===== config.mk =====
export PLATFORM = sky130hd
export DESIGN_NAME = antialiased_circle_rasterizer
export DESIGN_NICKNAME = d
export VERILOG_FILES = /design/src/rtl/core/acr_pkg.sv /design/src/rtl/core/acr_sqrt.sv /design/src/rtl/core/acr_front.sv /design/src/rtl/core/acr_fifo.sv /design/src/rtl/core/acr_back.sv /design/src/rtl/core/antialiased_circle_rasterizer.sv
export SDC_FILE = /design/constraint.sdc
export NUM_CORES = 2
export LEC_CHECK = 0
export ABC_AREA = 1
export BUFFER_PORTS_ARGS = -buffer_cell sky130_fd_sc_hd__buf_2
export CAP_MARGIN = 20
export CORE_MARGIN = 10
export CORE_UTILIZATION = 40
export DETAILED_ROUTE_END_ITERATION = 16
export PLACE_DENSITY = 0.52
export RECOVER_POWER = 25
export REMOVE_ABC_BUFFERS = 1
export SLEW_MARGIN = 5
export SYNTH_ARGS = -nofsm -noshare
export SYNTH_HDL_FRONTEND = slang
export SYNTH_SLANG_ARGS = --single-unit

===== constraint.sdc =====
create_clock -name clk -period 7.1 [get_ports clk]
set_input_delay 1.42 -clock clk [delete_from_list [all_inputs] [get_ports clk]]
set_output_delay 1.42 -clock clk [all_outputs]
set_load 0.005 [all_outputs]

===== src/rtl/core/acr_pkg.sv =====
// Package for the anti-aliased circle rasterizer: widths, register indexes,
// row descriptor and state types, and the octant point table.
// Depends on nothing; every file of the block refers to it by scoped names.
package acr_pkg;

	localparam int COORD_BITS     = 12;
	localparam int FRACTION_BITS  = 8;
	localparam int RAD_BITS       = COORD_BITS - 1;
	localparam int POS_BITS       = COORD_BITS;
	localparam int PIX_BITS       = COORD_BITS + 2;
	localparam int COLOR_BITS     = 8;
	localparam int WEIGHT_BITS    = FRACTION_BITS + 1;
	localparam int SQ_BITS        = 2 * RAD_BITS;
	localparam int RADICAND_BITS  = SQ_BITS + 2 * FRACTION_BITS;
	localparam int ROOT_BITS      = RADICAND_BITS / 2;
	localparam int REM_BITS       = ROOT_BITS + 2;
	localparam int ITER_BITS      = $clog2(ROOT_BITS + 1);
	localparam int CFG_INDEX_BITS = 3;
	localparam int CFG_DATA_BITS  = COORD_BITS;
	localparam int IN_DATA_BITS   = 8;
	localparam int PAYLOAD_BITS   = 2 * PIX_BITS + 3 * COLOR_BITS;
	localparam int OUT_DATA_BITS  = ((PAYLOAD_BITS + 7) / 8) * 8;
	localparam int OUT_PAD_BITS   = OUT_DATA_BITS - PAYLOAD_BITS;
	localparam int POINTS         = 8;
	localparam int POINT_BITS     = 3;
	localparam int FIFO_DEPTH     = 2;
	localparam int FIFO_PTR_BITS  = 1;
	localparam int FIFO_CNT_BITS  = 2;

	typedef enum logic [CFG_INDEX_BITS-1:0] {
		CFG_CENTRE_X,
		CFG_CENTRE_Y,
		CFG_RADIUS,
		CFG_COLOR_RED,
		CFG_COLOR_GREEN,
		CFG_COLOR_BLUE
	} cfg_index_t;

	typedef struct packed {
		logic [COORD_BITS-1:0] centre_x;
		logic [COORD_BITS-1:0] centre_y;
		logic [RAD_BITS-1:0]   radius;
		logic [COLOR_BITS-1:0] red;
		logic [COLOR_BITS-1:0] green;
		logic [COLOR_BITS-1:0] blue;
	} cfg_t;

	typedef struct packed {
		logic                       finished;
		logic signed [POS_BITS-1:0] x;
		logic [POS_BITS-1:0]        y;
		logic [FRACTION_BITS-1:0]   dc;
	} row_t;

	typedef enum logic [2:0] {
		FR_IDLE,
		FR_CHECK,
		FR_MUL,
		FR_SUB,
		FR_ROOT,
		FR_PUSH
	} front_state_t;

	typedef enum logic [1:0] {
		NB_CENTRE,
		NB_INNER,
		NB_OUTER
	} nb_t;

	typedef struct packed {
		logic neg_x;
		logic neg_y;
		logic swap;
	} point_t;

	function automatic point_t point_lookup(input logic [POINT_BITS-1:0] k);
		point_t p;
		unique case (k)
			3'd0: p = '{neg_x: 1'b0, neg_y: 1'b0, swap: 1'b0};
			3'd1: p = '{neg_x: 1'b0, neg_y: 1'b0, swap: 1'b1};
			3'd2: p = '{neg_x: 1'b1, neg_y: 1'b0, swap: 1'b0};
			3'd3: p = '{neg_x: 1'b0, neg_y: 1'b1, swap: 1'b1};
			3'd4: p = '{neg_x: 1'b0, neg_y: 1'b1, swap: 1'b0};
			3'd5: p = '{neg_x: 1'b1, neg_y: 1'b0, swap: 1'b1};
			3'd6: p = '{neg_x: 1'b1, neg_y: 1'b1, swap: 1'b1};
			default: p = '{neg_x: 1'b1, neg_y: 1'b1, swap: 1'b0};
		endcase
		return p;
	endfunction

endpackage


===== src/rtl/core/acr_sqrt.sv =====
// Iterative integer square root, one result bit per cycle.
// Also reports whether the radicand was a perfect square. Uses acr_pkg.
module acr_sqrt (
	input  logic                                clk,
	input  logic                                arst_n,
	input  logic                                start,
	input  logic [acr_pkg::RADICAND_BITS-1:0]   radicand,
	output logic                                done,
	output logic [acr_pkg::ROOT_BITS-1:0]       root,
	output logic                                exact
);

	logic                              busy_q;
	logic                              done_q;
	logic [acr_pkg::ITER_BITS-1:0]     cnt_q;
	logic [acr_pkg::RADICAND_BITS-1:0] rad_q;
	logic [acr_pkg::REM_BITS-1:0]      rem_q;
	logic [acr_pkg::ROOT_BITS-1:0]     root_q;
	logic [acr_pkg::REM_BITS+1:0]      cand;
	logic [acr_pkg::REM_BITS+1:0]      trial;
	logic [acr_pkg::REM_BITS+1:0]      diff;
	logic                              ge;

	always_comb begin
		cand  = {rem_q, rad_q[acr_pkg::RADICAND_BITS-1 -: 2]};
		trial = {2'b00, root_q, 2'b01};
		ge    = cand >= trial;
		diff  = cand - trial;
	end

	always_ff @(posedge clk or negedge arst_n) begin
		if (!arst_n) begin
			busy_q <= 1'b0;
			done_q <= 1'b0;
			cnt_q  <= '0;
		end else if (start) begin
			busy_q <= 1'b1;
			done_q <= 1'b0;
			cnt_q  <= acr_pkg::ITER_BITS'(acr_pkg::ROOT_BITS);
		end else if (busy_q) begin
			cnt_q <= cnt_q - acr_pkg::ITER_BITS'(1);
			if (cnt_q == acr_pkg::ITER_BITS'(1)) begin
				busy_q <= 1'b0;
				done_q <= 1'b1;
			end
		end else begin
			done_q <= 1'b0;
		end
	end

	always_ff @(posedge clk) begin
		if (start) begin
			rad_q  <= radicand;
			rem_q  <= '0;
			root_q <= '0;
		end else if (busy_q) begin
			rad_q  <= rad_q << 2;
			rem_q  <= ge ? diff[acr_pkg::REM_BITS-1:0] : cand[acr_pkg::REM_BITS-1:0];
			root_q <= {root_q[acr_pkg::ROOT_BITS-2:0], ge};
		end
	end

	assign done  = done_q;
	assign root  = root_q;
	assign exact = (rem_q == '0);

endmodule


===== src/rtl/core/acr_front.sv =====
// Front part: accepts requests, keeps the octant position and works out
// each row's ceiling distance with acr_sqrt. Uses acr_pkg.
module acr_front (
	input  logic                          clk,
	input  logic                          arst_n,
	input  logic                          in_valid,
	output logic                          in_ready,
	input  logic                          restart,
	input  logic [acr_pkg::RAD_BITS-1:0]  radius,
	output logic                          push,
	output acr_pkg::row_t                 push_row,
	input  logic                          full
);

	acr_pkg::front_state_t state_q, state_d;

	logic signed [acr_pkg::POS_BITS-1:0]   x_q;
	logic [acr_pkg::POS_BITS-1:0]          y_q;
	logic [acr_pkg::FRACTION_BITS-1:0]     pd_q;
	logic                                  run_q;
	logic [acr_pkg::SQ_BITS-1:0]           rr_q;
	logic [2*acr_pkg::POS_BITS-1:0]        yy_q;
	logic                                  gt_q;
	acr_pkg::row_t                         row_q;

	logic                                  sq_start;
	logic                                  sq_done;
	logic [acr_pkg::ROOT_BITS-1:0]         sq_root;
	logic                                  sq_exact;
	logic [2*acr_pkg::POS_BITS-1:0]        v_full;
	logic [acr_pkg::RADICAND_BITS-1:0]     radicand;
	logic                                  octant_done;
	logic [acr_pkg::FRACTION_BITS-1:0]     dc;
	logic signed [acr_pkg::POS_BITS-1:0]   x_next;

	always_comb begin
		v_full      = {{(2*acr_pkg::POS_BITS-acr_pkg::SQ_BITS){1'b0}}, rr_q} - yy_q;
		radicand    = {v_full[acr_pkg::SQ_BITS-1:0], {(2*acr_pkg::FRACTION_BITS){1'b0}}};
		octant_done = !run_q || ($signed({x_q[acr_pkg::POS_BITS-1], x_q}) <
			$signed({1'b0, y_q}));
		dc          = (gt_q || sq_exact) ? '0 : ~sq_root[acr_pkg::FRACTION_BITS-1:0];
		x_next      = (dc <= pd_q) ? x_q - acr_pkg::POS_BITS'(1) : x_q;
	end

	always_comb begin
		state_d = state_q;
		unique case (state_q)
			acr_pkg::FR_IDLE:  if (in_valid) state_d = acr_pkg::FR_CHECK;
			acr_pkg::FR_CHECK: state_d = octant_done ? acr_pkg::FR_PUSH : acr_pkg::FR_MUL;
			acr_pkg::FR_MUL:   state_d = acr_pkg::FR_SUB;
			acr_pkg::FR_SUB:   state_d = acr_pkg::FR_ROOT;
			acr_pkg::FR_ROOT:  if (sq_done) state_d = acr_pkg::FR_PUSH;
			acr_pkg::FR_PUSH:  if (!full) state_d = acr_pkg::FR_IDLE;
			default:           state_d = acr_pkg::FR_IDLE;
		endcase
	end

	always_comb begin
		in_ready = (state_q == acr_pkg::FR_IDLE);
		sq_start = (state_q == acr_pkg::FR_SUB);
		push     = (state_q == acr_pkg::FR_PUSH) && !full;
	end

	always_ff @(posedge clk or negedge arst_n) begin
		if (!arst_n) begin
			state_q <= acr_pkg::FR_IDLE;
			x_q     <= '0;
			y_q     <= '0;
			pd_q    <= '0;
			run_q   <= 1'b0;
		end else begin
			state_q <= state_d;
			if (state_q == acr_pkg::FR_IDLE && in_valid && restart) begin
				x_q   <= $signed({1'b0, radius});
				y_q   <= '0;
				pd_q  <= '0;
				run_q <= 1'b1;
			end
			if (state_q == acr_pkg::FR_CHECK && octant_done) begin
				run_q <= 1'b0;
			end
			if (state_q == acr_pkg::FR_ROOT && sq_done) begin
				x_q  <= x_next;
				pd_q <= dc;
				y_q  <= y_q + acr_pkg::POS_BITS'(1);
			end
		end
	end

	always_ff @(posedge clk) begin
		if (state_q == acr_pkg::FR_MUL) begin
			rr_q <= radius * radius;
			yy_q <= y_q * y_q;
			gt_q <= {1'b0, radius} < y_q;
		end
		if (state_q == acr_pkg::FR_CHECK && octant_done) begin
			row_q <= '{finished: 1'b1, x: '0, y: '0, dc: '0};
		end
		if (state_q == acr_pkg::FR_ROOT && sq_done) begin
			row_q <= '{finished: 1'b0, x: x_next, y: y_q, dc: dc};
		end
	end

	assign push_row = row_q;

	acr_sqrt u_sqrt (
		.clk      (clk),
		.arst_n   (arst_n),
		.start    (sq_start),
		.radicand (radicand),
		.done     (sq_done),
		.root     (sq_root),
		.exact    (sq_exact)
	);

endmodule


===== src/rtl/core/acr_fifo.sv =====
// Two-entry queue of row descriptors between the front and back parts.
// Uses acr_pkg for the descriptor type and depth.
module acr_fifo (
	input  logic          clk,
	input  logic          arst_n,
	input  logic          push,
	input  acr_pkg::row_t push_row,
	output logic          full,
	input  logic          pop,
	output acr_pkg::row_t pop_row,
	output logic          empty
);

	acr_pkg::row_t                     mem_q [acr_pkg::FIFO_DEPTH];
	logic [acr_pkg::FIFO_PTR_BITS-1:0] wr_q;
	logic [acr_pkg::FIFO_PTR_BITS-1:0] rd_q;
	logic [acr_pkg::FIFO_CNT_BITS-1:0] cnt_q;

	always_ff @(posedge clk or negedge arst_n) begin
		if (!arst_n) begin
			wr_q  <= '0;
			rd_q  <= '0;
			cnt_q <= '0;
		end else begin
			if (push) wr_q <= wr_q + acr_pkg::FIFO_PTR_BITS'(1);
			if (pop)  rd_q <= rd_q + acr_pkg::FIFO_PTR_BITS'(1);
			if (push && !pop)      cnt_q <= cnt_q + acr_pkg::FIFO_CNT_BITS'(1);
			else if (pop && !push) cnt_q <= cnt_q - acr_pkg::FIFO_CNT_BITS'(1);
		end
	end

	always_ff @(posedge clk) begin
		if (push) mem_q[wr_q] <= push_row;
	end

	assign pop_row = mem_q[rd_q];
	assign full    = (cnt_q == acr_pkg::FIFO_CNT_BITS'(acr_pkg::FIFO_DEPTH));
	assign empty   = (cnt_q == '0);

	a_no_push_full: assert property (@(posedge clk) disable iff (!arst_n)
		push |-> !full) else $error("row pushed into a full queue");
	a_no_pop_empty: assert property (@(posedge clk) disable iff (!arst_n)
		pop |-> !empty) else $error("row popped from an empty queue");
	a_count_range: assert property (@(posedge clk) disable iff (!arst_n)
		cnt_q <= acr_pkg::FIFO_CNT_BITS'(acr_pkg::FIFO_DEPTH))
		else $error("queue count beyond depth");

endmodule


===== src/rtl/core/acr_back.sv =====
// Back part: takes row descriptors from the queue and emits the 24 pixels
// of a row, or one finished marker, through an output register. Uses acr_pkg.
module acr_back (
	input  logic                                clk,
	input  logic                                arst_n,
	input  acr_pkg::cfg_t                       cfg,
	output logic                                pop,
	input  acr_pkg::row_t                       row,
	input  logic                                empty,
	output logic                                out_valid,
	input  logic                                out_ready,
	output logic [acr_pkg::OUT_DATA_BITS-1:0]   out_data,
	output logic                                out_last,
	output logic                                out_finished
);

	logic                               have_q;
	acr_pkg::row_t                      cur_q;
	logic [acr_pkg::POINT_BITS-1:0]     pt_q;
	acr_pkg::nb_t                       nb_q;
	logic                               valid_q;
	logic                               last_q;
	logic                               fin_q;
	logic [acr_pkg::PIX_BITS-1:0]       px_q;
	logic [acr_pkg::PIX_BITS-1:0]       py_q;
	logic [acr_pkg::COLOR_BITS-1:0]     red_q;
	logic [acr_pkg::COLOR_BITS-1:0]     green_q;
	logic [acr_pkg::COLOR_BITS-1:0]     blue_q;

	logic                                          emit;
	logic                                          row_end;
	acr_pkg::point_t                               pnt;
	logic signed [acr_pkg::PIX_BITS-1:0]           xe;
	logic signed [acr_pkg::PIX_BITS-1:0]           xo;
	logic signed [acr_pkg::PIX_BITS-1:0]           xv;
	logic signed [acr_pkg::PIX_BITS-1:0]           yv;
	logic signed [acr_pkg::PIX_BITS-1:0]           cx;
	logic signed [acr_pkg::PIX_BITS-1:0]           cy;
	logic [acr_pkg::PIX_BITS-1:0]                  px;
	logic [acr_pkg::PIX_BITS-1:0]                  py;
	logic [acr_pkg::WEIGHT_BITS-1:0]               w;
	logic [acr_pkg::COLOR_BITS+acr_pkg::WEIGHT_BITS-1:0] prod_r;
	logic [acr_pkg::COLOR_BITS+acr_pkg::WEIGHT_BITS-1:0] prod_g;
	logic [acr_pkg::COLOR_BITS+acr_pkg::WEIGHT_BITS-1:0] prod_b;

	always_comb begin
		emit    = have_q && (!valid_q || out_ready);
		pop     = !have_q && !empty;
		row_end = cur_q.finished ||
			(pt_q == acr_pkg::POINT_BITS'(acr_pkg::POINTS - 1) && nb_q == acr_pkg::NB_OUTER);
		pnt = acr_pkg::point_lookup(pt_q);
		xe  = {{(acr_pkg::PIX_BITS-acr_pkg::POS_BITS){cur_q.x[acr_pkg::POS_BITS-1]}}, cur_q.x};
		yv  = {{(acr_pkg::PIX_BITS-acr_pkg::POS_BITS){1'b0}}, cur_q.y};
		cx  = {{(acr_pkg::PIX_BITS-acr_pkg::COORD_BITS){1'b0}}, cfg.centre_x};
		cy  = {{(acr_pkg::PIX_BITS-acr_pkg::COORD_BITS){1'b0}}, cfg.centre_y};
		case (nb_q)
			acr_pkg::NB_INNER: begin
				xo = xe - acr_pkg::PIX_BITS'(1);
				w  = {1'b0, cur_q.dc};
			end
			acr_pkg::NB_OUTER: begin
				xo = xe + acr_pkg::PIX_BITS'(1);
				w  = acr_pkg::WEIGHT_BITS'(1 << acr_pkg::FRACTION_BITS) - {1'b0, cur_q.dc};
			end
			default: begin
				xo = xe;
				w  = '0;
			end
		endcase
		xv = pnt.neg_x ? -xo : xo;
		if (pnt.neg_y) yv = -yv;
		px = pnt.swap ? yv + cx : xv + cx;
		py = pnt.swap ? xv + cy : yv + cy;
		prod_r = {{acr_pkg::WEIGHT_BITS{1'b0}}, cfg.red} *
			{{acr_pkg::COLOR_BITS{1'b0}}, w};
		prod_g = {{acr_pkg::WEIGHT_BITS{1'b0}}, cfg.green} *
			{{acr_pkg::COLOR_BITS{1'b0}}, w};
		prod_b = {{acr_pkg::WEIGHT_BITS{1'b0}}, cfg.blue} *
			{{acr_pkg::COLOR_BITS{1'b0}}, w};
	end

	always_ff @(posedge clk or negedge arst_n) begin
		if (!arst_n) begin
			have_q  <= 1'b0;
			valid_q <= 1'b0;
			pt_q    <= '0;
			nb_q    <= acr_pkg::NB_CENTRE;
		end else begin
			if (pop) begin
				have_q <= 1'b1;
				pt_q   <= '0;
				nb_q   <= acr_pkg::NB_CENTRE;
			end else if (emit) begin
				if (row_end) have_q <= 1'b0;
				case (nb_q)
					acr_pkg::NB_CENTRE: nb_q <= acr_pkg::NB_INNER;
					acr_pkg::NB_INNER:  nb_q <= acr_pkg::NB_OUTER;
					default: begin
						nb_q <= acr_pkg::NB_CENTRE;
						pt_q <= pt_q + acr_pkg::POINT_BITS'(1);
					end
				endcase
			end
			if (emit)           valid_q <= 1'b1;
			else if (out_ready) valid_q <= 1'b0;
		end
	end

	always_ff @(posedge clk) begin
		if (pop) cur_q <= row;
		if (emit) begin
			last_q <= row_end;
			fin_q  <= cur_q.finished;
			if (cur_q.finished) begin
				px_q    <= '0;
				py_q    <= '0;
				red_q   <= '0;
				green_q <= '0;
				blue_q  <= '0;
			end else begin
				px_q <= px;
				py_q <= py;
				if (nb_q == acr_pkg::NB_CENTRE) begin
					red_q   <= cfg.red;
					green_q <= cfg.green;
					blue_q  <= cfg.blue;
				end else begin
					red_q   <= prod_r[acr_pkg::FRACTION_BITS +: acr_pkg::COLOR_BITS];
					green_q <= prod_g[acr_pkg::FRACTION_BITS +: acr_pkg::COLOR_BITS];
					blue_q  <= prod_b[acr_pkg::FRACTION_BITS +: acr_pkg::COLOR_BITS];
				end
			end
		end
	end

	assign out_valid    = valid_q;
	assign out_last     = last_q;
	assign out_finished = fin_q;
	assign out_data     = {{acr_pkg::OUT_PAD_BITS{1'b0}}, blue_q, green_q, red_q, py_q, px_q};

	a_fin_is_last: assert property (@(posedge clk) disable iff (!arst_n)
		valid_q && fin_q |-> last_q) else $error("finished marker not last of its request");
	a_fin_zero: assert property (@(posedge clk) disable iff (!arst_n)
		valid_q && fin_q |-> (px_q == '0 && py_q == '0 && red_q == '0))
		else $error("finished marker carries pixel data");
	a_fin_first: assert property (@(posedge clk) disable iff (!arst_n)
		have_q && cur_q.finished |-> (pt_q == '0 && nb_q == acr_pkg::NB_CENTRE))
		else $error("finished row advanced past its single transaction");

endmodule


===== src/rtl/core/antialiased_circle_rasterizer.sv =====
// Top level of the anti-aliased circle rasterizer: configuration registers,
// front part, row queue and back part. Uses acr_pkg, acr_front, acr_fifo, acr_back.
//
//   channel  | handshake           | payload
//   ---------+---------------------+------------------------------------------
//   cfg      | cfg_valid/cfg_ready | cfg_index, cfg_data
//   input    | s_tvalid/s_tready   | s_tdata: restart
//   output   | m_tvalid/m_tready   | m_tdata: pixel x, y, red, green, blue;
//            |                     | m_tlast: row last; m_tuser: finished
//
// The front part steps from one accepted request to the next through acceptance, a check,
// the two squares, the subtraction, 19 square root steps, the step that sees the root and the push.
// A request that finds the octant done goes from the check straight to the push.
// The back part loads a row from the queue and sends one pixel a cycle while the output
// is ready; a full queue holds the front part at its push and keeps s_tready low.
// Reset clears all control state; no clearing pass is needed. cfg_ready is always high.
module antialiased_circle_rasterizer (
	input  logic                                clk,
	input  logic                                arst_n,
	input  logic                                cfg_valid,
	output logic                                cfg_ready,
	input  logic [acr_pkg::CFG_INDEX_BITS-1:0]  cfg_index,
	input  logic [acr_pkg::CFG_DATA_BITS-1:0]   cfg_data,
	input  logic                                s_tvalid,
	output logic                                s_tready,
	input  logic [acr_pkg::IN_DATA_BITS-1:0]    s_tdata,   // [0] restart
	output logic                                m_tvalid,
	input  logic                                m_tready,
	output logic [acr_pkg::OUT_DATA_BITS-1:0]   m_tdata,   // pixel_x, pixel_y, red, green, blue
	output logic                                m_tlast,
	output logic                                m_tuser    // [0] finished
);

	acr_pkg::cfg_t cfg_q;
	logic          push;
	acr_pkg::row_t push_row;
	logic          full;
	logic          pop;
	acr_pkg::row_t pop_row;
	logic          empty;

	assign cfg_ready = 1'b1;

	always_ff @(posedge clk or negedge arst_n) begin
		if (!arst_n) begin
			cfg_q.centre_x <= '0;
			cfg_q.centre_y <= '0;
			cfg_q.radius   <= '0;
			cfg_q.red      <= '1;
			cfg_q.green    <= '1;
			cfg_q.blue     <= '1;
		end else if (cfg_valid) begin
			unique case (cfg_index)
				acr_pkg::CFG_CENTRE_X:    cfg_q.centre_x <= cfg_data[acr_pkg::COORD_BITS-1:0];
				acr_pkg::CFG_CENTRE_Y:    cfg_q.centre_y <= cfg_data[acr_pkg::COORD_BITS-1:0];
				acr_pkg::CFG_RADIUS:      cfg_q.radius   <= cfg_data[acr_pkg::RAD_BITS-1:0];
				acr_pkg::CFG_COLOR_RED:   cfg_q.red      <= cfg_data[acr_pkg::COLOR_BITS-1:0];
				acr_pkg::CFG_COLOR_GREEN: cfg_q.green    <= cfg_data[acr_pkg::COLOR_BITS-1:0];
				acr_pkg::CFG_COLOR_BLUE:  cfg_q.blue     <= cfg_data[acr_pkg::COLOR_BITS-1:0];
				default: ;
			endcase
		end
	end

	acr_front u_front (
		.clk      (clk),
		.arst_n   (arst_n),
		.in_valid (s_tvalid),
		.in_ready (s_tready),
		.restart  (s_tdata[0]),
		.radius   (cfg_q.radius),
		.push     (push),
		.push_row (push_row),
		.full     (full)
	);

	acr_fifo u_fifo (
		.clk      (clk),
		.arst_n   (arst_n),
		.push     (push),
		.push_row (push_row),
		.full     (full),
		.pop      (pop),
		.pop_row  (pop_row),
		.empty    (empty)
	);

	acr_back u_back (
		.clk          (clk),
		.arst_n       (arst_n),
		.cfg          (cfg_q),
		.pop          (pop),
		.row          (pop_row),
		.empty        (empty),
		.out_valid    (m_tvalid),
		.out_ready    (m_tready),
		.out_data     (m_tdata),
		.out_last     (m_tlast),
		.out_finished (m_tuser)
	);

endmodule


==> summary.txt <==
Worst VDD drop: 0.2126 mV
Clock transition at the registers of the reported paths: 60 ps
Total global routing overflow: 0
Vias in the first global route: 25870
Core Rows: 107
Worst-path fanout max: 15
Hpwl dp: 64240 um
Die width: 313.6 um
FMAX: 0.1642 GHz
Place WS: 1128 ps
Worst slew pin tran: 3585 ps
Slew Limit Headroom: -1.390
Non-Filler Instances: 5320
Clk buf depth: 3
H-tree levels: 2
Syn-to-layout area delta: 9.981%
Die H: 313.6 um
Die area: 0.09833 mm^2
Met2 WL: 39570 um
Netlist cell types: 66
Cell Area, Synth: 0.03447 mm^2
Final min period: 6092 ps
Vias per std cell: 4.883
Placer congestion estimate: 0.8551
Power Density: 322.0 mW/mm^2
# hold bufs at CTS: 0
Clk Latency, worst-skew pair: 640 ps
Resized cells post-CTS: 0
Drt drc: 0
Max layer used: met4
Final Hold Viols: 0
Layout cells sized above 1: 0.06705
Leak Pwr: 0.01854 uW
Crit end category: flip-flop
WL/cell: 15.86 um
CTS tree: yes
Antenna violations before repair: 0
Top-level I/O count: 89
Post-synthesis register bit count: 404
CP startpoint kind: flip-flop
Register area share after synthesis: 0.3245
Cells after DPL: 5225
Failing checks: max-capacitance violations, max-slew violations
CP arrival: 6450 ps
Setup violations, final: 0
Setup slack, reg-to-reg: 1010 ps
Pin count of the biggest net entering global routing: 63
Fin crit share: 0.8580
Sw Pwr: 5460 uW
Initial Util: 0.4042
Layout Nets: 4756
WP data required: 7460 ps
Setup Buffers After CTS: 0
Post-route ant nets: 0
Sink Count: 404
Setup CP Type: reg2reg
Synth Warn #: 0
Async set or reset register ratio after synthesis: 0.2797
Area share of the largest cell type after synthesis: 0.2178
IO buf count: 76
Sum Neg Setup Slack: 0 ps
ANT cells: 0
Fillers: 8570
Area of the multi-input gates: 0.02001 mm^2
Register area: 0.01119 mm^2
EDFF count, synth: 250
Post-Route WL: 84360 um
Pint: 6749 uW
Hold Path Class: reg2reg
Reg power frac: 0.252
DRT Pass-1 Iters: 7
MaxCap Viol Count: 5
Vias: 25980
Total power: 12210 uW
RSZ-0062 raised after global routing: false
Placeable Area: 0.08528 mm^2
Clk pwr share: 0.215
First-pass GRT wire length: 138400 um
Status: finished, violations left
Sw Share: 0.4472
WL met3: 3252 um
Logic gate share of total power: 0.533
Synth top area cells: edfxtp_1 22%, fa_1 16%, ha_1 12%, nand2_1 9.2%, inv_1 8.2%
Final Max Slew Viols: 205
Tightest hold margin: 415.1 ps
M1 wire length: 39960 um
Clock Tree Root: clkbuf_16
Total CTS buffers: 51
Initial drt markers: 1526
Avg Synthesized Cell Area: 8.483 um^2
Synth Instances: 4064
Worst Setup Slack, final: 1008 ps
Area leader, netlist: edfxtp_1
Setup Skew: 48.54 ps
All-Layer GR Usage: 0.1725
Top FF cell, synth: edfxtp_1
[sequential cells by signal (all words and copies together) (netlist names), 12 cells and up]
| name | cells |
|---|---|
| u_front.u_sqrt.rem_q | 21 |
| u_back.py_q | 14 |
| u_front.push_row | 33 |
| u_fifo.mem_q | 66 |
| u_front.rr_q | 21 |
| u_back.px_q | 14 |
| u_back.cur_q | 33 |
| u_front.yy_q | 21 |
| u_front.u_sqrt.root | 19 |
| u_front.x_q | 12 |
| u_front.u_sqrt.rad_q | 22 |
| cfg_q | 59 |
| u_front.y_q | 12 |
[placed cells by master (no fill, tap or decap), types with 21 or more instances in the layout]
| cell type | n |
|---|---|
| dfstp_2 | 24 |
| nand4_1 | 21 |
| clkbuf_16 | 51 |
| buf_4 | 34 |
| buf_2 | 75 |
| xnor2_1 | 51 |
| ha_1 | 325 |
| xor2_1 | 74 |
| o21ai_1 | 28 |
| dfrtp_1 | 89 |
| fa_1 | 268 |
| nor3_1 | 32 |
| clkbuf_1 | 22 |
| nand3_1 | 119 |
| edfxtp_1 | 250 |
| o21ai_0 | 228 |
| inv_1 | 751 |
| a21oi_1 | 211 |
| nand2_1 | 849 |
| nor2_1 | 355 |
| dfxtp_1 | 41 |
[stage by stage]
stage                     area [um^2]    util
after floorplan                 34060       -
after global placement          36200  0.4245
after CTS                       37930  0.4447
final                           37910  0.4446
after detailed placement        36230  0.4249
after global routing            37910  0.4446
[power by group through the flow]
stage          combinational [uW]  sequential (uW)  clock, uW
3_3_place_gp                 6500             3130          0
6_report                     6500             3080       2620
4_1_cts                      6560             3080       2710
5_1_grt                      7570             3110       2790
2_1_floorplan                4710             3100          0
3_5_place_dp                 6490             3130          0
[critical path, stage by stage, from the launching register on]
cell,delay (ps)
dfrtp_1,780
nand2_1,230
fa_1,600
fa_1,460
fa_1,560
inv_1,60
fa_1,580
inv_1,70
fa_1,530
inv_1,40
ha_1,370
nand2_1,120
nor4_1,460
a21o_1,240
nand2_1,70
o21ai_0,250
a21oi_1,110
nor2_1,90
nor2_1,50
xor2_1,150
[final timing paths]
kind,from,end,depth (start not counted)
min in group asynchronous,arst_n,cfg_q[57]$_DFFE_PN0P_,1
setup / recovery,u_front.y_q[7]$_DFFE_PN0P_,u_front.yy_q[19]$_DFFE_PP_,19
max in group asynchronous,arst_n,u_front.u_sqrt.cnt_q[1]$_DFFE_PN0P_,2
hold reg to reg,u_front.push_row[2]$_SDFFCE_PN0P_,u_fifo.mem_q[1][2]$_DFFE_PP_,0
hold / removal,u_front.push_row[2]$_SDFFCE_PN0P_,u_fifo.mem_q[1][2]$_DFFE_PP_,0
setup reg to reg,u_front.y_q[7]$_DFFE_PN0P_,u_front.yy_q[19]$_DFFE_PP_,19
[metal layers]
layer  global-route usage  up-vias
li1                     -    13140
met1               0.2342    12360
met2               0.2904      387
met5                    0        -
met3              0.02395       86
met4              0.03648        0
[cells in the mapped netlist, types with 41 or more instances]
cell / instances
dfxtp_1: 41
ha_1: 325
a21oi_1: 212
inv_1: 752
nor2_1: 359
nand3_1: 119
clkbuf_1: 81
dfrtp_1: 89
fa_1: 268
edfxtp_1: 250
nand2_1: 849
xnor2_1: 51
xor2_1: 74
o21ai_0: 228
[cell type report]
cell class	count	share of cell area
multi-input combinational	2790	0.5279
sequential	404	0.2950
inverter	771	0.07633
tap	1144	0.03775
clock buffer	69	0.03597
timing repair buffer	117	0.01835
clock inverter	25	0.008712
[kinds of logic after synthesis]
| family | Yosys count | synth area share |
|---|---|---|
| adder cells (fa/ha/maj) | 593 | 0.2736 |
| AND/OR/NAND/NOR | 1446 | 0.1718 |
| AO/OA/AOI/OAI | 619 | 0.1010 |
| flip-flops | 404 | 0.3245 |
| other | 2 | 0.0002179 |
| XOR/XNOR | 127 | 0.03270 |
| buffers and inverters | 873 | 0.09625 |
(Power assumes the default switching activity.)
